[src/pfc_pkg.sv]
// Shared constants and types for the prime factor counter.
`timescale 1ns / 1ps

package pfc_pkg;

  // Primes are sieved below this bound; its square must exceed every input value
  localparam int SIEVE_LIMIT = 65536;
  localparam int VALUE_BITS  = 31;
  localparam int COUNT_W     = 5;

  // Width of a sieve candidate, a table prime and a composite-mark address
  localparam int PRIME_W     = $clog2(SIEVE_LIMIT);
  // Number of primes below SIEVE_LIMIT
  localparam int PRIME_DEPTH = 6542;
  localparam int PIDX_W      = $clog2(PRIME_DEPTH);
  localparam int PCNT_W      = $clog2(PRIME_DEPTH + 1);
  localparam int SQ_W        = 2 * PRIME_W;
  localparam int DSTEP_W     = $clog2(VALUE_BITS);

  // Prime stream from the sieve into the prime table
  typedef struct packed {
    logic               wr;
    logic [PRIME_W-1:0] prime;
    logic               done;
  } sieve_out_t;

endpackage

[src/pfc_div.sv]
// Bit-serial restoring divider: one quotient bit a cycle.
`timescale 1ns / 1ps

module pfc_div (
  input  logic                           clk,
  input  logic                           rst_n,
  input  logic                           start,
  input  logic [pfc_pkg::VALUE_BITS-1:0] dividend,
  input  logic [pfc_pkg::PRIME_W-1:0]    divisor,
  output logic                           done,
  output logic                           rem_zero,
  output logic [pfc_pkg::VALUE_BITS-1:0] quotient
);
  import pfc_pkg::*;

  localparam logic [DSTEP_W-1:0] STEP_LAST = DSTEP_W'(VALUE_BITS - 1);

  logic                  busy_r;
  logic                  done_r;
  logic [DSTEP_W-1:0]    step_r;
  logic [PRIME_W-1:0]    rem_r;
  logic [PRIME_W-1:0]    dsr_r;
  logic [VALUE_BITS-1:0] quo_r;
  logic [PRIME_W:0]      acc;
  logic [PRIME_W:0]      diff;
  logic                  ge;

  assign acc  = {rem_r, quo_r[VALUE_BITS-1]};
  assign ge   = (acc >= {1'b0, dsr_r});
  assign diff = acc - {1'b0, dsr_r};

  always_ff @(posedge clk) begin
    if (!rst_n) begin
      busy_r <= 1'b0;
      done_r <= 1'b0;
    end else begin
      done_r <= 1'b0;
      if (start) begin
        busy_r <= 1'b1;
      end else if (busy_r && step_r == STEP_LAST) begin
        busy_r <= 1'b0;
        done_r <= 1'b1;
      end
    end
  end

  always_ff @(posedge clk) begin
    if (start) begin
      rem_r  <= '0;
      quo_r  <= dividend;
      dsr_r  <= divisor;
      step_r <= '0;
    end else if (busy_r) begin
      rem_r  <= ge ? diff[PRIME_W-1:0] : acc[PRIME_W-1:0];
      quo_r  <= {quo_r[VALUE_BITS-2:0], ge};
      step_r <= step_r + DSTEP_W'(1);
    end
  end

  assign done     = done_r;
  assign rem_zero = (rem_r == '0);
  assign quotient = quo_r;

endmodule

[config.mk]
export PLATFORM = sky130hd
export DESIGN_NAME = pfc_div
export DESIGN_NICKNAME = d
export VERILOG_FILES = /design/src/pfc_pkg.sv /design/src/pfc_div.sv
export SDC_FILE = /design/constraint.sdc
export NUM_CORES = 1
export LEC_CHECK = 0
export BUFFER_PORTS_ARGS = -buffer_cell sky130_fd_sc_hd__buf_2
export CAP_MARGIN = 10
export CORE_ASPECT_RATIO = 1.75
export CORE_MARGIN = 2
export CORE_UTILIZATION = 50
export CTS_CLUSTER_DIAMETER = 80
export DETAILED_ROUTE_END_ITERATION = 16
export GPL_TIMING_DRIVEN = 0
export PLACE_DENSITY_LB_ADDON = 0.12
export SLEW_MARGIN = 20
export SYNTH_ARGS = -nofsm -noshare
export SYNTH_HDL_FRONTEND = slang
export SYNTH_SLANG_ARGS = --single-unit
export TNS_END_PERCENT = 50
[constraint.sdc]
create_clock -name clk -period 6.1 [get_ports clk]
set_input_delay 0.305 -clock clk [delete_from_list [all_inputs] [get_ports clk]]
set_output_delay 0.305 -clock clk [all_outputs]
set_load 0.01 [all_outputs]
==> impl_metrics.toml <==
[floorplan]
initial_core_util = 0.508
ioPinCount = 83
die_area_sq_um = 7960
num_rows = 41
core-area_sq_um = 7130
fp.dieH_microns = 117
die-width_microns = 68.3

[final_layout]
nNetsFinal = 486
drive_gt1_frac = 0.309
regArea_sq_um = 1870
design_area_sq_um = 4410
n_fill_cell = 609
multiInputGateArea_sq_um = 1620
areaGrowthSynthToFinish_pct = 21.7
diodes = 0
post-route-util = 0.618

[placed_design]
place_area_sq_um = 4140
dp_slack_ps = 3230
dp_hpwl_microns = 6430
numPortBuffers = 82
gp_congestion = 0.879

[critical_path]
slowest_stage = "edfxtp_1"
cp-end-kind = "flop"
cp_top_family = "compound AO/OA/AOI/OAI gates"
worstPathArrival_ps = 2790
start_kind = "flop"
path_max_fanout = 10
crit_chain = "inv_1 > ha_1 > a21oi_1 > o21ai_0 > a21oi_1 > a32o_1 > buf_2 > buf_2 > o21ai_0"
crit_path_max_incr_delay_ps = 380
critPathBufInv = 3
cp.required_ps = 6140
reg2reg_slack_ps = 3350
critPathKind = "flop to flop"

[clock_network]
post-cts-setup-buffers = 0
cts_root_buf = "clkbuf_16"
post_cts_resized = 0
cts.clk_slew.worst_paths_ps = 50
htreeDepth = 3
cts_sinks = 70
clk_latency_ps = 330
cts.path.max_buffers = 2
cts_tree = "built"
cts-buffers-inserted = 9
ctsHoldBuffers = 0

[global_route]
track_usage = 0.228
grt_pass1_wl_microns = 13200
antenna_found_initial = 0
overflow = 0
grt_max_degree = 32
grt_pass1_vias = 2845

[routing]
dr.max_layer_used = "met4"
final_antenna_net_count = 0
viasPerCell = 5.58
wl_met1_microns = 3190
routedWlPerCell_microns = 16.6
routed_wl_microns = 8410
drtPass1Iterations = 4
drt-initial-drc-count = 157
wl_met2_microns = 4770
wl_met3_microns = 330
via_count = 2830
drc = 0

[synth]
yosysMostFrequentCell = "edfxtp_1"
synth_top_cell_area_share = 0.390
ys_top_cells_by_count = "edfxtp_1 (47), mux2_2 (30), nor2_1 (24)"
synth_seq_cells = 70
ys_types = 42
syn_avg_cell_area_sq_um = 11.2
synthArstFlopShare = 0
synth_nets = 393
synth_edf_count = 47
synth_area_leaders = "edfxtp_1 (39%), dfxtp_1 (13%), mux2_2 (9.3%)"
netlist_area_sq_um = 3620
yosys_warnings = 0
yosysTopAreaCell = "edfxtp_1"
synth_cells = 324
synthFlopType = "edfxtp_1"
yosysSeqAreaShare = 0.517

[timing]
period_needed_ps = 2750
rsz0062_at_grt = "false"
max-slew-margin-rel = 0.575
slew_viol_final = 0
final.period_utilization = 0.451
setup_viol = 0
setup_ws_ps = 3350
finalClockSkew_ps = 5.65
worst_slew_pin_slew_ps = 637
fmax_mhz = 364
hold_violations = 0
fin_setup_tns_ps = 0

[power]
vdd_drop_max_mv = 0.258
power_density_nw_per_um2 = 276
leakagePower_uw = 0.00185

[status]
outcome = "complete, no violations"

[min_path]
hold_path_class = "input pin to flop"

[run]
drv_cap = 0
==> worst register-to-register path, delay by kind of cell (launching register included) <==
kind,cells,cell delay (ps)
compound gates,5,1140
buf+inv,3,630
flops,1,380
fa+ha+maj,1,300
==> placed cells by master (no fill, tap or decap), types with 2 or more instances in the layout <==
cell,count
xor2_1,5
and4_1,2
mux2i_1,3
clkbuf_1,12
edfxtp_1,47
o21a_1,2
o21bai_1,2
xnor2_1,10
mux2_2,30
nand3_1,9
nand2_2,2
ha_1,18
and3_1,2
a21o_1,3
o311ai_0,6
o211ai_1,2
nand2b_1,5
inv_1,20
o21ai_0,13
nor4_1,5
clkbuf_16,9
nor2_1,24
nand4_1,3
clkbuf_8,2
o31ai_1,5
dfxtp_1,23
a32oi_1,6
nor2b_1,2
nand2_1,23
buf_2,84
a211oi_1,7
a21oi_1,20
==> cell type report <==
class / count / area share
Buffer: 12 / 0.0108
Clock inverter: 2 / 0.00199
Tap cell: 86 / 0.0244
Inverter: 21 / 0.0179
Multi-Input combinational cell: 221 / 0.368
Timing Repair Buffer: 82 / 0.0931
Sequential cell: 70 / 0.425
Clock buffer: 13 / 0.0591
==> logic make-up after synthesis <==
logic type                 synth area share
AOI/OAI and AO/OA                     0.136
xor gates and xnor gates             0.0363
adders and majority gates            0.0678
buffers and inverters                0.0349
DFF                                   0.517
muxes                                 0.102
and+or+nand+nor                       0.106
==> power breakdown <==
| part | internal (uW) | total, uW | switching (uW) |
|---|---|---|---|
| sequential | 550 | 569 | 19.7 |
| clock | 293 | 470 | 177 |
| combinational | 80.4 | 179 | 98.6 |
==> per-stage QoR <==
| stage | hold WS [ps] | power, uW | instances |
|---|---|---|---|
| finish | 151 | 1220 | 507 |
| global route | 137 | 1270 | 507 |
| CTS | 140 | 1230 | 507 |
| detailed placement | 483 | 758 | 492 |
| global placement | 481 | 753 | 492 |
| floorplan | 404 | 688 | 324 |
==> path summary, 6_finish.rpt <==
| check | from | endpoint | cells past startpoint |
|---|---|---|---|
| max | dsr_r[6] | quotient[0] | 9 |
| min | divisor[14] | dsr_r[14] | 1 |
| max reg2reg | dsr_r[6] | quotient[0] | 9 |
| min reg2reg | step_r[4] | done | 2 |
==> registers in the layout (all words and copies together) (netlist names) <==
register,count
busy_r,1
rem_r,16
step_r,5
done,1
quotient,31
dsr_r,16
==> metal layers <==
metal	vias to the layer above	track usage
li1	1402	-
met1	1344	0.245
met2	75	0.410
met3	9	0.0578
met4	0	0.0947
met5	-	0
No activity file was read; power rests on OpenSTA's default activity.
